**src/design/hler_pkg.sv**
```systemverilog
package hler_pkg;

  localparam int CoordW    = 12;
  localparam int DeltaW    = 13;
  localparam int IdxW      = 8;
  localparam int NumVtx    = 256;
  localparam int NumFace   = 256;
  localparam int Corners   = 3;
  localparam int NumEdge   = NumFace * Corners;
  localparam int VtxAW     = $clog2(NumVtx);
  localparam int FaceAW    = $clog2(NumFace);
  localparam int EdgeAW    = $clog2(NumEdge);
  localparam int FcW       = 9;
  localparam int EdgeValW  = 32;
  localparam int DivW      = 26;
  localparam int DivisorW  = 12;
  localparam int DivCntW   = $clog2(DivW + 1);
  localparam int PzW       = 28;
  localparam int InDataW   = 72;
  localparam int OutDataW  = 32;
  localparam int FlatPlaneZ  = -1000;
  localparam int DepthMargin = -1;

  typedef enum logic [1:0] {
    KIND_VTX   = 2'd0,
    KIND_FACE  = 2'd1,
    KIND_START = 2'd2,
    KIND_STEP  = 2'd3
  } kind_e;

  typedef struct packed {
    logic signed [CoordW-1:0] z;
    logic signed [CoordW-1:0] y;
    logic signed [CoordW-1:0] x;
  } vertex_t;

  typedef struct packed {
    logic signed [CoordW-1:0] nz;
    logic signed [CoordW-1:0] ny;
    logic signed [CoordW-1:0] nx;
    logic [IdxW-1:0]          c2;
    logic [IdxW-1:0]          c1;
    logic [IdxW-1:0]          c0;
  } face_t;

  typedef struct packed {
    logic signed [DeltaW-1:0]   dy;
    logic signed [DeltaW-1:0]   dx;
    logic signed [EdgeValW-1:0] val;
  } edge_t;

  typedef enum logic [4:0] {
    OP_IDLE, OP_SA, OP_SB, OP_SC, OP_SD,
    OP_F0, OP_F1, OP_F2, OP_F3, OP_F4,
    OP_E0, OP_E1, OP_E2, OP_E3,
    OP_V0, OP_V1, OP_V2, OP_V3, OP_V4,
    OP_M0, OP_M1, OP_M2, OP_DS, OP_DW, OP_DC,
    OP_OUT, OP_ADV, OP_UPD
  } op_e;

  typedef struct packed {
    op_e  op;
    logic accept;
    logic face_inc;
    logic clr_vis;
  } cmd_t;

  typedef struct packed {
    logic nf_zero;
    logic face_last;
    logic corner_last;
    logic active;
    logic skip;
    logic flat;
    logic hidden;
    logic div_busy;
    logic out_free;
    logic upd_done;
    logic last_pix;
  } sts_t;

endpackage

```
**src/design/hler_ctrl.sv**
```systemverilog
module hler_ctrl (
  input  logic                clk_i,
  input  logic                rst_ni,
  input  logic                s_axis_tvalid,
  output logic                s_axis_tready,
  input  logic [1:0]          kind_i,
  input  hler_pkg::sts_t      sts_i,
  output hler_pkg::cmd_t      cmd_o
);

  typedef enum logic [27:0] {
    S_IDLE = 28'h0000001, S_SA  = 28'h0000002, S_SB  = 28'h0000004,
    S_SC   = 28'h0000008, S_SD  = 28'h0000010, S_F0  = 28'h0000020,
    S_F1   = 28'h0000040, S_F2  = 28'h0000080, S_F3  = 28'h0000100,
    S_F4   = 28'h0000200, S_E0  = 28'h0000400, S_E1  = 28'h0000800,
    S_E2   = 28'h0001000, S_E3  = 28'h0002000, S_V0  = 28'h0004000,
    S_V1   = 28'h0008000, S_V2  = 28'h0010000, S_V3  = 28'h0020000,
    S_V4   = 28'h0040000, S_M0  = 28'h0080000, S_M1  = 28'h0100000,
    S_M2   = 28'h0200000, S_DS  = 28'h0400000, S_DW  = 28'h0800000,
    S_DC   = 28'h1000000, S_OUT = 28'h2000000, S_ADV = 28'h4000000,
    S_UPD  = 28'h8000000
  } state_e;

  state_e state_q, state_d;
  hler_pkg::kind_e kind;

  assign kind = hler_pkg::kind_e'(kind_i);
  assign s_axis_tready = (state_q == S_IDLE);

  always_comb begin
    state_d      = state_q;
    cmd_o.op     = hler_pkg::OP_IDLE;
    cmd_o.accept = 1'b0;
    cmd_o.face_inc = 1'b0;
    cmd_o.clr_vis  = 1'b0;
    unique case (state_q)
      S_IDLE: begin
        cmd_o.op = hler_pkg::OP_IDLE;
        if (s_axis_tvalid) begin
          cmd_o.accept = 1'b1;
          unique case (kind)
            hler_pkg::KIND_START: state_d = S_SA;
            hler_pkg::KIND_STEP: begin
              if (sts_i.active) begin
                state_d = sts_i.nf_zero ? S_OUT : S_V0;
              end
            end
            default: state_d = S_IDLE;
          endcase
        end
      end
      S_SA: begin cmd_o.op = hler_pkg::OP_SA; state_d = S_SB; end
      S_SB: begin cmd_o.op = hler_pkg::OP_SB; state_d = S_SC; end
      S_SC: begin cmd_o.op = hler_pkg::OP_SC; state_d = S_SD; end
      S_SD: begin
        cmd_o.op = hler_pkg::OP_SD;
        state_d  = sts_i.nf_zero ? S_IDLE : S_F0;
      end
      S_F0: begin cmd_o.op = hler_pkg::OP_F0; state_d = S_F1; end
      S_F1: begin cmd_o.op = hler_pkg::OP_F1; state_d = S_F2; end
      S_F2: begin cmd_o.op = hler_pkg::OP_F2; state_d = S_F3; end
      S_F3: begin cmd_o.op = hler_pkg::OP_F3; state_d = S_F4; end
      S_F4: begin cmd_o.op = hler_pkg::OP_F4; state_d = S_E0; end
      S_E0: begin cmd_o.op = hler_pkg::OP_E0; state_d = S_E1; end
      S_E1: begin cmd_o.op = hler_pkg::OP_E1; state_d = S_E2; end
      S_E2: begin cmd_o.op = hler_pkg::OP_E2; state_d = S_E3; end
      S_E3: begin
        cmd_o.op = hler_pkg::OP_E3;
        priority if (!sts_i.corner_last) state_d = S_E0;
        else if (sts_i.face_last)        state_d = S_IDLE;
        else                             state_d = S_F0;
      end
      S_V0: begin cmd_o.op = hler_pkg::OP_V0; state_d = S_V1; end
      S_V1: begin cmd_o.op = hler_pkg::OP_V1; state_d = S_V2; end
      S_V2: begin cmd_o.op = hler_pkg::OP_V2; state_d = S_V3; end
      S_V3: begin
        cmd_o.op = hler_pkg::OP_V3;
        priority if (sts_i.skip || (sts_i.flat && !sts_i.hidden)) begin
          cmd_o.face_inc = 1'b1;
          state_d = sts_i.face_last ? S_OUT : S_V0;
        end else if (sts_i.flat) begin
          cmd_o.clr_vis = 1'b1;
          state_d = S_OUT;
        end else begin
          state_d = S_V4;
        end
      end
      S_V4: begin cmd_o.op = hler_pkg::OP_V4; state_d = S_M0; end
      S_M0: begin cmd_o.op = hler_pkg::OP_M0; state_d = S_M1; end
      S_M1: begin cmd_o.op = hler_pkg::OP_M1; state_d = S_M2; end
      S_M2: begin cmd_o.op = hler_pkg::OP_M2; state_d = S_DS; end
      S_DS: begin cmd_o.op = hler_pkg::OP_DS; state_d = S_DW; end
      S_DW: begin
        cmd_o.op = hler_pkg::OP_DW;
        state_d  = sts_i.div_busy ? S_DW : S_DC;
      end
      S_DC: begin
        cmd_o.op = hler_pkg::OP_DC;
        if (sts_i.hidden) begin
          cmd_o.clr_vis = 1'b1;
          state_d = S_OUT;
        end else begin
          cmd_o.face_inc = 1'b1;
          state_d = sts_i.face_last ? S_OUT : S_V0;
        end
      end
      S_OUT: begin
        cmd_o.op = hler_pkg::OP_OUT;
        if (sts_i.out_free) begin
          state_d = sts_i.last_pix ? S_IDLE : S_ADV;
        end
      end
      S_ADV: begin cmd_o.op = hler_pkg::OP_ADV; state_d = S_UPD; end
      S_UPD: begin
        cmd_o.op = hler_pkg::OP_UPD;
        if (sts_i.upd_done) state_d = S_IDLE;
      end
      default: state_d = S_IDLE;
    endcase
  end

  always_ff @(posedge clk_i or negedge rst_ni) begin
    if (!rst_ni) begin
      state_q <= S_IDLE;
    end else begin
      state_q <= state_d;
    end
  end

endmodule

```
**config.mk**
```make
export PLATFORM = sky130hd
export DESIGN_NAME = hler_ctrl
export DESIGN_NICKNAME = d
export VERILOG_FILES = /design/src/design/hler_pkg.sv /design/src/design/hler_ctrl.sv
export SDC_FILE = /design/constraint.sdc
export NUM_CORES = 1
export LEC_CHECK = 0
export BUFFER_PORTS_ARGS = -buffer_cell sky130_fd_sc_hd__buf_2
export CAP_MARGIN = 40
export CORE_UTILIZATION = 61
export DETAILED_ROUTE_END_ITERATION = 12
export PLACE_DENSITY = 0.91
export SETUP_SLACK_MARGIN = 0.02
export SYNTH_ARGS = -nofsm -noshare
export SYNTH_HDL_FRONTEND = slang
export SYNTH_SLANG_ARGS = --single-unit
```
**constraint.sdc**
```tcl
create_clock -name clk_i -period 3.9 [get_ports clk_i]
set_input_delay 0.585 -clock clk_i [delete_from_list [all_inputs] [get_ports clk_i]]
set_output_delay 0.585 -clock clk_i [all_outputs]
set_load 0.01 [all_outputs]
```
# Word-level counts from Yosys, hierarchy flattened
# Index checks and enable logic that the tools add are counted.
# classes
eq_ne,34
muxes,25
reduce_logical,4
# op_table
operator,n
one-hot mux 28 bit (28 select lines),1
one-hot mux 5 bit (27 select lines),1
2-to-1 mux 26 bit,5
2-to-1 mux 28 bit,4
one-hot mux 28 bit (2 select lines),1
"== test 28 x 1 -> 1 bit, second input constant",1
"== test 28 x 10 -> 1 bit, second input constant",1
"== test 28 x 11 -> 1 bit, second input constant",1
"== test 28 x 12 -> 1 bit, second input constant",1
"== test 28 x 13 -> 1 bit, second input constant",1
"== test 28 x 14 -> 1 bit, second input constant",1
"== test 28 x 15 -> 1 bit, second input constant",1
"== test 28 x 16 -> 1 bit, second input constant",1
"== test 28 x 17 -> 1 bit, second input constant",1
"== test 28 x 18 -> 1 bit, second input constant",1
"== test 28 x 19 -> 1 bit, second input constant",1
"== test 28 x 2 -> 1 bit, second input constant",1
"== test 28 x 20 -> 1 bit, second input constant",1
"== test 28 x 21 -> 1 bit, second input constant",1
"== test 28 x 22 -> 1 bit, second input constant",1
"== test 28 x 23 -> 1 bit, second input constant",1
"== test 28 x 24 -> 1 bit, second input constant",1
"== test 28 x 25 -> 1 bit, second input constant",1
"== test 28 x 26 -> 1 bit, second input constant",1
22 further kinds,32
# word_totals
reg_bits,28
out_inout_bits,9
elab_cells,64

# Depth between registers and ports, before layout
# Gate-level depths: netlist of the first run.
# depth
word_depth,5
ltp_mapped,9

# Worst setup path before layout of the first run
# No wires, ideal clock.
# synth_timing
path_type,register to output
from,register state_q[9]
to,output cmd_o[4] (netlist name)
t_arrival_ps,1958
required_ps,3315
path_slack_ps,1357
path_stages_with_launch,8
path_cell_list,dfrtp_1 -> buf_4 -> nor4_4 -> nand4_4 -> or3_4 -> nor4_2 -> nor3_1 -> nand4_1
# synth_lines
element,line_no,source
start: declaration,hler_ctrl.sv:24,"state_e state_q, state_d;"
start signal: assignment,hler_ctrl.sv:126,state_q <= state_d;
end: declaration,hler_ctrl.sv:8,output hler_pkg::cmd_t cmd_o

==> results of run 1 <==
## critical path, delay by kind of cell (launching register included)
kind          cells  cell delay [ns]
flops             1             0.51
buf+inv           1             0.12
simple gates      6             1.83
## Yosys cell counts, drive strengths merged (7+ instances only)
cell type / count
o21ai: 11
inv: 8
nor3: 9
nand2: 19
buf: 11
nor3b: 9
nor2: 26
dfrtp: 27
xnor2: 9
nand4: 7
nor4: 17
a21oi: 8
## metal layers
layer	up-vias	track usage	wire length, um
li1	846	-	-
met1	802	0.4123	1962
met2	82	0.4269	2088
met3	9	0.02198	275
met4	0	0.1054	87
met5	-	0	0
## power by group through the flow
stage | clock network, mW | logic [mW] | registers (mW)
final | 0.192 | 0.311 | 0.329
after floorplan | 0 | 0.238 | 0.325
after global routing | 0.207 | 0.336 | 0.331
after CTS | 0.195 | 0.305 | 0.328
after global placement | 0 | 0.301 | 0.333
after detailed placement | 0 | 0.303 | 0.333
## path summary, 6_finish.rpt
| check | from | depth (start not counted) | slack, ns | to |
|---|---|---|---|---|
| min in group clk_i | sts_i[0] | 2 | 0.42 | state_q[26]$_DFFE_PN0P_ |
| worst max-delay path | state_q[9]$_DFFE_PN0P_ | 7 | 0.53 | cmd_o[7] |
| worst max register to register | state_q[9]$_DFFE_PN0P_ | 7 | 1.39 | state_q[0]$_DFFE_PN1P_ |
| worst min register to register | state_q[19]$_DFFE_PN0P_ | 1 | 0.55 | state_q[19]$_DFFE_PN0P_ |
| worst min-delay path | rst_ni | 1 | 0.24 | state_q[11]$_DFFE_PN0P_ |
| max in group asynchronous | rst_ni | 1 | 3.26 | state_q[1]$_DFFE_PN0P_ |
## cell type report
class / instances / area [um^2] / share of cell area
Clock buffer: 3 / 22.52 / 0.01056
Clock inverter: 1 / 30.03 / 0.01408
Inverter: 8 / 30.03 / 0.01408
Multi-Input combinational cell: 174 / 1174 / 0.5501
Sequential cell: 28 / 701.9 / 0.3290
Tap cell: 44 / 55.05 / 0.02581
Timing Repair Buffer: 24 / 120.1 / 0.05630
## through the flow
stage	hold slack [ns]	util	instances
6_report	0.2412	0.6988	282
5_1_grt	0.2702	0.6988	282
4_1_cts	0.2545	0.6988	282
3_5_place_dp	0.5327	0.6816	278
3_3_place_gp	0.5124	0.6816	278
2_1_floorplan	0.2894	-	221
## cell usage in the layout (no fill, tap or decap), types with 2 or more instances in the layout
cell	instances
or3_1	2
a311oi_1	2
nor2_1	26
xnor2_1	9
nor3_1	8
and4b_1	2
a31oi_1	2
buf_2	24
a21o_1	2
o22ai_1	2
nor4_1	7
nor4b_1	6
nand4_1	6
inv_1	8
nand3b_1	5
nand3_1	5
o21ai_0	9
and3_1	3
o21ai_1	2
nand2_1	19
nor4_2	5
and2_1	3
nor4_4	5
or2_2	2
nor3b_1	9
nand2b_1	4
a21oi_1	8
xor2_1	3
or4b_2	2
o21a_1	2
dfrtp_1	27
or2_1	2
clkbuf_4	3
## cells by family after synthesis
logic type      count (synthesis)
flops                          28
compound gates                 35
simple gates                  127
buf+inv                        19
xor+xnor                       12
==> results.cfg, run 1 <==
[power]
leakagePower_nw = 0.9750
clockPowerShare = 0.231
power.density_nw_per_um2 = 390.2
p_switching_mw = 0.2998
seq_power_share = 0.395
combPwrFrac = 0.374
switching_share = 0.3601
internal_power_mw = 0.5326
finalPower_mw = 0.8324
ir_drop_mv = 0.2679

[floorplanning]
die_y_um = 58.73
boundaryPins = 25
fp.coreArea_um2 = 3053
start_util = 0.6430
fp-row-count = 20
die-area_um2 = 3449
die-width_um = 58.73

[global_routing]
overflow = 0
grt_usage = 0.2785
grt_max_degree = 29
grt_pass1_vias = 1576
antenna_found_initial = 0
grt_pass1_wl_mm = 7.300

[clock_tree]
path_clk_slew_ns = 0.15
cts_buffer_depth = 2
postCtsSetupBuffers = 0
clockRootBuffer = clkbuf_4
ctsHoldBuffers = 0
cts_buffers = 3
cts_resized = 0
tritoncts = yes
numClockSinks = 28
cts_htree_levels = 1
clkLatencyLatePin_ns = 0.33

[timing]
skew_ns = 0.001466
finalCritPeriodShare = 0.8640
fmax_ghz = 0.2968
slew_viol_final = 0
period_needed_ns = 3.370
rsz0062_at_grt = false
setup_viol = 0
maxSlewHeadroom = 0.5499
hold_violations = 0
tns_ns = 0
setup_ws_ns = 0.5303
worstMarginPinSlew_ns = 0.6690

[logic_synthesis]
synth_compound_area_frac = 0.1115
synth_top_area_cell = dfrtp_1
ys_seq_elements = 28
synthCells = 221
syn_nets = 237
synthAdderAreaFrac = 0
syn_area_um2 = 1963
yosys.area_share.simple = 0.4328
ys.flop_type = dfrtp_1
ys_types = 46
synthTopCellsByArea = dfrtp_1, nor4_4, nor2_1
synth.area.mux_share = 0
async_flop_share = 1.000
synth_top_family_by_area = simple AND/OR/NAND/NOR gates
yosysWarnings = 0
yosysTopAreaCellShare = 0.3442
synth_edf_count = 0
synth_xor_xnor_area_share = 0.05354
seq_area_frac_synth = 0.3576
syn_avg_cell_area_um2 = 8.883

[place]
placed_area_um2 = 2081
placement.io_buffers = 24
place_ws_ns = 0.9957
place.gp.congestion = 1.050
dp_hpwl_mm = 3.402

[critical_path]
max_stage_delay_ns = 0.62
path_class = reg -> out
critPathRequiredTime_ns = 3.31
path_max_fanout = 9
cp-end-kind = output port
cp_slowest_cell = nor4_1
startpoint_type = register
crit_arrival_ns = 2.78
crit_chain = nor4_4 > nand4_4 > nor4_1 > or3_1 > nand4bb_1 > or2_1 > buf_2

[final_layout]
nFillCells = 258
drive_gt1_frac = 0.1933
largestRegisters = state_q (28)
diodes = 0
fin_area_um2 = 2133
largest_register = state_q
fin_nets = 255
syn2layout_area_growth_pct = 8.668
largest_reg_flops = 28

[worst_hold_path]
min_path_type = in -> async

[flow_run]
maxCapViolCount = 0

[status]
status = complete, no violations

[route]
wl_per_cell_um = 15.65
drt-total-wl_mm = 4.413
drtIter0Drc = 146
vias = 1739
ant_nets = 0
viasPerCell = 6.167
drtPass1Iterations = 6
drc = 0
No activity file was read; power rests on OpenSTA's default activity.
==> run 2, diff against run 1 <==
- CELL_PAD_IN_SITES_DETAIL_PLACEMENT: default -> 0
- CELL_PAD_IN_SITES_GLOBAL_PLACEMENT: default -> 1
- CORE_UTILIZATION: 61 -> 47
- PLACE_DENSITY: 0.91 -> 0.92
==> run 2 against run 1 <==
Cell area is 0.47% higher. Worst hold slack better by 0.066 ns. Non-clock buffer count stayed put. Combinational power hardly changed. Register-to-register slack better by 0.04 ns. Die area is 29% higher. Critical path depth stayed put. Clock skew is 0.0047 ns higher. Largest power group unchanged.
==> results.cfg, run 2 (synthesis results as in run 1) <==
[flow_run]
maxCapViolCount = 0

[final_layout]
largest_reg_flops = 28
stdcell_count = 288
utilization = 0.5358
largestRegisters = state_q (28)
layout_common_cells = dfrtp_1, nor2_1, buf_2
largest_register = state_q
drive_gt1_frac = 0.1933
syn2layout_area_growth_pct = 9.178
diodes = 0
nFillCells = 357
fin_nets = 255
layout_commonest_cell = dfrtp_1

[status]
status = complete, no violations

[route]
vias = 1706
drtPass1Iterations = 4
drc = 0
ant_nets = 0
drt-total-wl_mm = 4.554
wl_per_cell_um = 15.81
drtIter0Drc = 112
viasPerCell = 5.924

[timing]
worstMarginPinSlew_ns = 0.6225
hold_slack_ns = 0.3067
finalCritPeriodShare = 0.8285
maxSlewHeadroom = 0.5812
tns_ns = 0
setup_viol = 0
fmax_ghz = 0.3095
slew_viol_final = 0
setup_ws_ns = 0.6688
hold_violations = 0
rsz0062_at_grt = false
skew_ns = 0.006149
period_needed_ns = 3.231

[critical_path]
rr_startpoint = state_q[9]$_DFFE_PN0P_
cp_slowest_cell = nor4_1
regToRegSetupSlack_ns = 1.43
startpoint_type = register
r2r_end = state_q[0]$_DFFE_PN1P_
crit_buf_inv = 1
crit_chain = nor4_4 > nand4_4 > nor4_1 > or3_1 > nand4bb_1 > or2_1 > buf_2
path_class = reg -> out
crit_path_start = state_q[9]$_DFFE_PN0P_
path_max_fanout = 9
cp_top_family = simple AND/OR/NAND/NOR gates
critPathRequiredTime_ns = 3.31
cp-end-kind = output port
max_stage_delay_ns = 0.58
worstRegToRegCells = 7
crit_arrival_ns = 2.65

[place]
place_ws_ns = 1.032
placement.io_buffers = 24
dp.cells = 284
dp_hpwl_mm = 3.517
place.gp.congestion = 0.9151

[global_routing]
overflow = 0
grt_pass1_wl_mm = 7.555
grt_max_degree = 29
antenna_found_initial = 0
grt_usage = 0.2325
grt_pass1_vias = 1521

[clock_tree]
cts_buffer_depth = 2
ctsHoldBuffers = 0
postCtsSetupBuffers = 0
path_clk_slew_ns = 0.09
numClockSinks = 28
tritoncts = yes
cts_htree_levels = 1
clkLatencyLatePin_ns = 0.28
cts_resized = 0
cts_buffers = 3
clockRootBuffer = clkbuf_8

[power]
leakagePower_nw = 0.9759
clockPowerShare = 0.220
seq_power_share = 0.400
switching_share = 0.3687
power.density_nw_per_um2 = 383.5
ir_drop_mv = 0.2746
p_switching_mw = 0.3030
internal_power_mw = 0.5189
combPwrFrac = 0.380

[floorplanning]
start_util = 0.4908
die-area_um2 = 4440
fp.coreArea_um2 = 4000
die_y_um = 66.63
fp-row-count = 23
boundaryPins = 25
die-width_um = 66.63

[worst_hold_path]
min_path_type = in -> async
-- run 2: cell types whose count changed in the layout (fill, tap and decap cells not counted) --
cell / previous run / this run
clkbuf_8: 0 / 4
clkbuf_4: 3 / 0
bufinv_16: 1 / 0
-- run 2: layout make-up --
class                           instances  area [um^2]  area share
Multi-Input combinational cell        174         1174      0.5476
Sequential cell                        28        701.9      0.3275
Timing Repair Buffer                   24        120.1     0.05604
Tap cell                               50        62.56     0.02919
Clock buffer                            4        55.05     0.02569
Inverter                                8        30.03     0.01401
-- run 2: worst max-delay path by stage --
stage	to	slack (ns)	cells after the start
6_report	cmd_o[7]	0.67	7
4_1_cts	cmd_o[6]	0.72	7
3_3_place_gp	cmd_o[7]	1.04	7
5_1_grt	cmd_o[7]	0.47	7
2_1_floorplan	cmd_o[4]	1.36	7
3_5_place_dp	cmd_o[6]	1.03	7
-- run 2: metrics by stage --
| step | power, mW | cell area, um^2 |
|---|---|---|
| floorplan | 0.5627 | 1963 |
| global route | 0.8718 | 2143 |
| global placement | 0.6394 | 2088 |
| CTS | 0.8237 | 2143 |
| detailed placement | 0.6387 | 2088 |
| finish | 0.8220 | 2143 |
-- run 2: power by group through the flow --
stage	combinational [mW]	sequential [mW]	clock (mW)
after floorplan	0.238	0.325	0
after global placement	0.307	0.333	0
after detailed placement	0.306	0.333	0
after CTS	0.308	0.328	0.188
after global routing	0.340	0.331	0.201
final	0.313	0.329	0.181
-- run 2: routing by layer --
metal  share of wire  vias to the layer above  global-route usage
li1                -                      843                   -
met5               0                        -                   0
met2            0.48                       45              0.3662
met3           0.042                        5             0.04452
met1            0.47                      813              0.3262
met4          0.0097                        0             0.05585
==> run 3, diff against run 2 <==
- CORE_UTILIZATION: 47 -> 40
- PLACE_DENSITY: 0.92 -> 0.84
- clock period: 3.9 -> 2.6 ns (I/O delays scaled with it)
==> run 3 against run 2 <==
The run now ends with setup timing left. Clock skew down 0.0017 ns. First-iteration DRC count up 93%. Global-route usage down 2.6 points. Core utilization up 4.8 points. Critical endpoint is now cmd_o[5].
==> results.cfg, run 3 (synthesis results as in run 1) <==
[global_routing]
antenna_found_initial = 0
grt_pass1_vias = 1742
grt_usage = 0.2063
overflow = 0
grt_max_degree = 29
grt_pass1_wl_mm = 8.300

[clock_tree]
numClockSinks = 28
cts_htree_levels = 1
cts_buffers = 3
path_clk_slew_ns = 0.10
cts_buffer_depth = 2
clkLatencyLatePin_ns = 0.28
clockRootBuffer = clkbuf_8
tritoncts = yes

[timing]
rsz0062_at_grt = true
setup_ws_ns = -0.1703
setup_viol = 7
period_needed_ns = 2.770
finalCritPeriodShare = 1.066
hold_violations = 0
maxSlewHeadroom = 0.5632
fmax_ghz = 0.3610
slew_viol_final = 0
worstMarginPinSlew_ns = 0.6553
tns_ns = -0.7564
skew_ns = 0.004495

[final_layout]
layout_common_cells = buf_4, buf_2, nor2_1
largest_reg_flops = 28
nFillCells = 411
syn2layout_area_growth_pct = 40.54
fin_nets = 300
layout_commonest_cell = buf_4
largest_register = state_q
diodes = 0
largestRegisters = state_q (28)
drive_gt1_frac = 0.4099

[status]
violations = setup timing
status = complete, but fails checks

[power]
leakagePower_nw = 1.238
clockPowerShare = 0.225
internal_power_mw = 1.008
combPwrFrac = 0.472
p_switching_mw = 0.5722
ir_drop_mv = 0.3284
seq_power_share = 0.303
switching_share = 0.3620
power.density_nw_per_um2 = 572.9

[critical_path]
rr_startpoint = state_q[9]$_DFFE_PN0P_
path_max_fanout = 4
r2r_end = state_q[0]$_DFFE_PN1P_
critPathRequiredTime_ns = 2.21
cp-end-kind = output port
crit_arrival_ns = 2.38
worstRegToRegCells = 8
regToRegSetupSlack_ns = 0.20
path_class = reg -> out
startpoint_type = register

[route]
drc = 0
drtPass1Iterations = 4
vias = 1943
viasPerCell = 5.551
drt-total-wl_mm = 5.622
ant_nets = 0
drtIter0Drc = 216
wl_per_cell_um = 16.06

[place]
placement.io_buffers = 24
place.gp.congestion = 0.9015
dp_hpwl_mm = 3.862
place_ws_ns = 0.05767

[worst_hold_path]
min_path_type = in -> async

[floorplanning]
fp.coreArea_um2 = 4723
die_y_um = 72.06
start_util = 0.4156
boundaryPins = 25
fp-row-count = 25
die-width_um = 72.06
die-area_um2 = 5192

[flow_run]
maxCapViolCount = 0
run 3: cell types whose count changed in the layout (fill, tap and decap cells not counted), sizes merged:
cell,delta
buf,+45
bufinv,+1
clkbuf,-1
run 3: cell type report:
cell class	instances	area (um^2)	area share
clock buffer	3	41.29	0.01497
multi-input combinational	174	1393	0.5048
inverter	8	30.03	0.01088
sequential	28	708.2	0.2567
timing repair buffer	69	473.0	0.1714
tap	67	83.83	0.03039
clock inverter	1	30.03	0.01088
run 3: worst max-delay path by stage:
stage | slack [ns] | start | endpoint | depth (start not counted)
3_3_place_gp | 0.07 | state_q[1]$_DFFE_PN0P_ | cmd_o[7] | 8
2_1_floorplan | 0.25 | state_q[9]$_DFFE_PN0P_ | cmd_o[4] | 7
4_1_cts | -0.14 | state_q[0]$_DFFE_PN1P_ | cmd_o[7] | 8
6_report | -0.17 | state_q[9]$_DFFE_PN0P_ | cmd_o[5] | 8
5_1_grt | -0.27 | state_q[9]$_DFFE_PN0P_ | cmd_o[5] | 8
3_5_place_dp | 0.06 | state_q[1]$_DFFE_PN0P_ | cmd_o[7] | 8
run 3: power by group through the flow:
stage / logic [mW] / registers [mW] / clock network (mW)
after floorplan: 0.357 / 0.487 / 0
after global placement: 0.539 / 0.493 / 0
after detailed placement: 0.538 / 0.493 / 0
after CTS: 0.586 / 0.486 / 0.360
after global routing: 0.806 / 0.481 / 0.381
final: 0.746 / 0.479 / 0.356
run 3: worst max-delay path: stages (launching register included):
cell and delay (ns):
dfrtp_1 0.42, nor4_4 0.42, nand4_4 0.19, or3_4 0.44
buf_6 0.14, o21bai_4 0.16, nand2_1 0.10, or3_1 0.10
buf_2 0.12
run 3: timing repair:
| item | CTS | global route |
|---|---|---|
| hold buffers | 0 | 0 |
| gates resized for setup | 18 | 26 |
| endpoints found under the setup margin | 7 | 8 |
| pin swaps | 7 | 15 |
| buffers inserted | 5 | 11 |
run 3: per-stage QoR:
stage / cell area [um^2] / total power [mW] / std cells / hold WS, ns / util
global route: 2759 / 1.669 / 350 / 0.1553 / 0.5841
finish: 2759 / 1.581 / 350 / 0.1247 / 0.5841
floorplan: 1963 / 0.8440 / 221 / 0.09441 / -
CTS: 2544 / 1.431 / 339 / 0.1431 / 0.5385
detailed placement: 2327 / 1.031 / 330 / 0.4525 / 0.4927
global placement: 2327 / 1.032 / 330 / 0.4472 / 0.4927
run 3: routing by layer:
layer	vias up	routed length, um	track usage
li1	938	-	-
met1	937	2479	0.2885
met2	56	2792	0.3449
met3	12	209	0.02083
met4	0	141	0.05011
met5	-	0	0
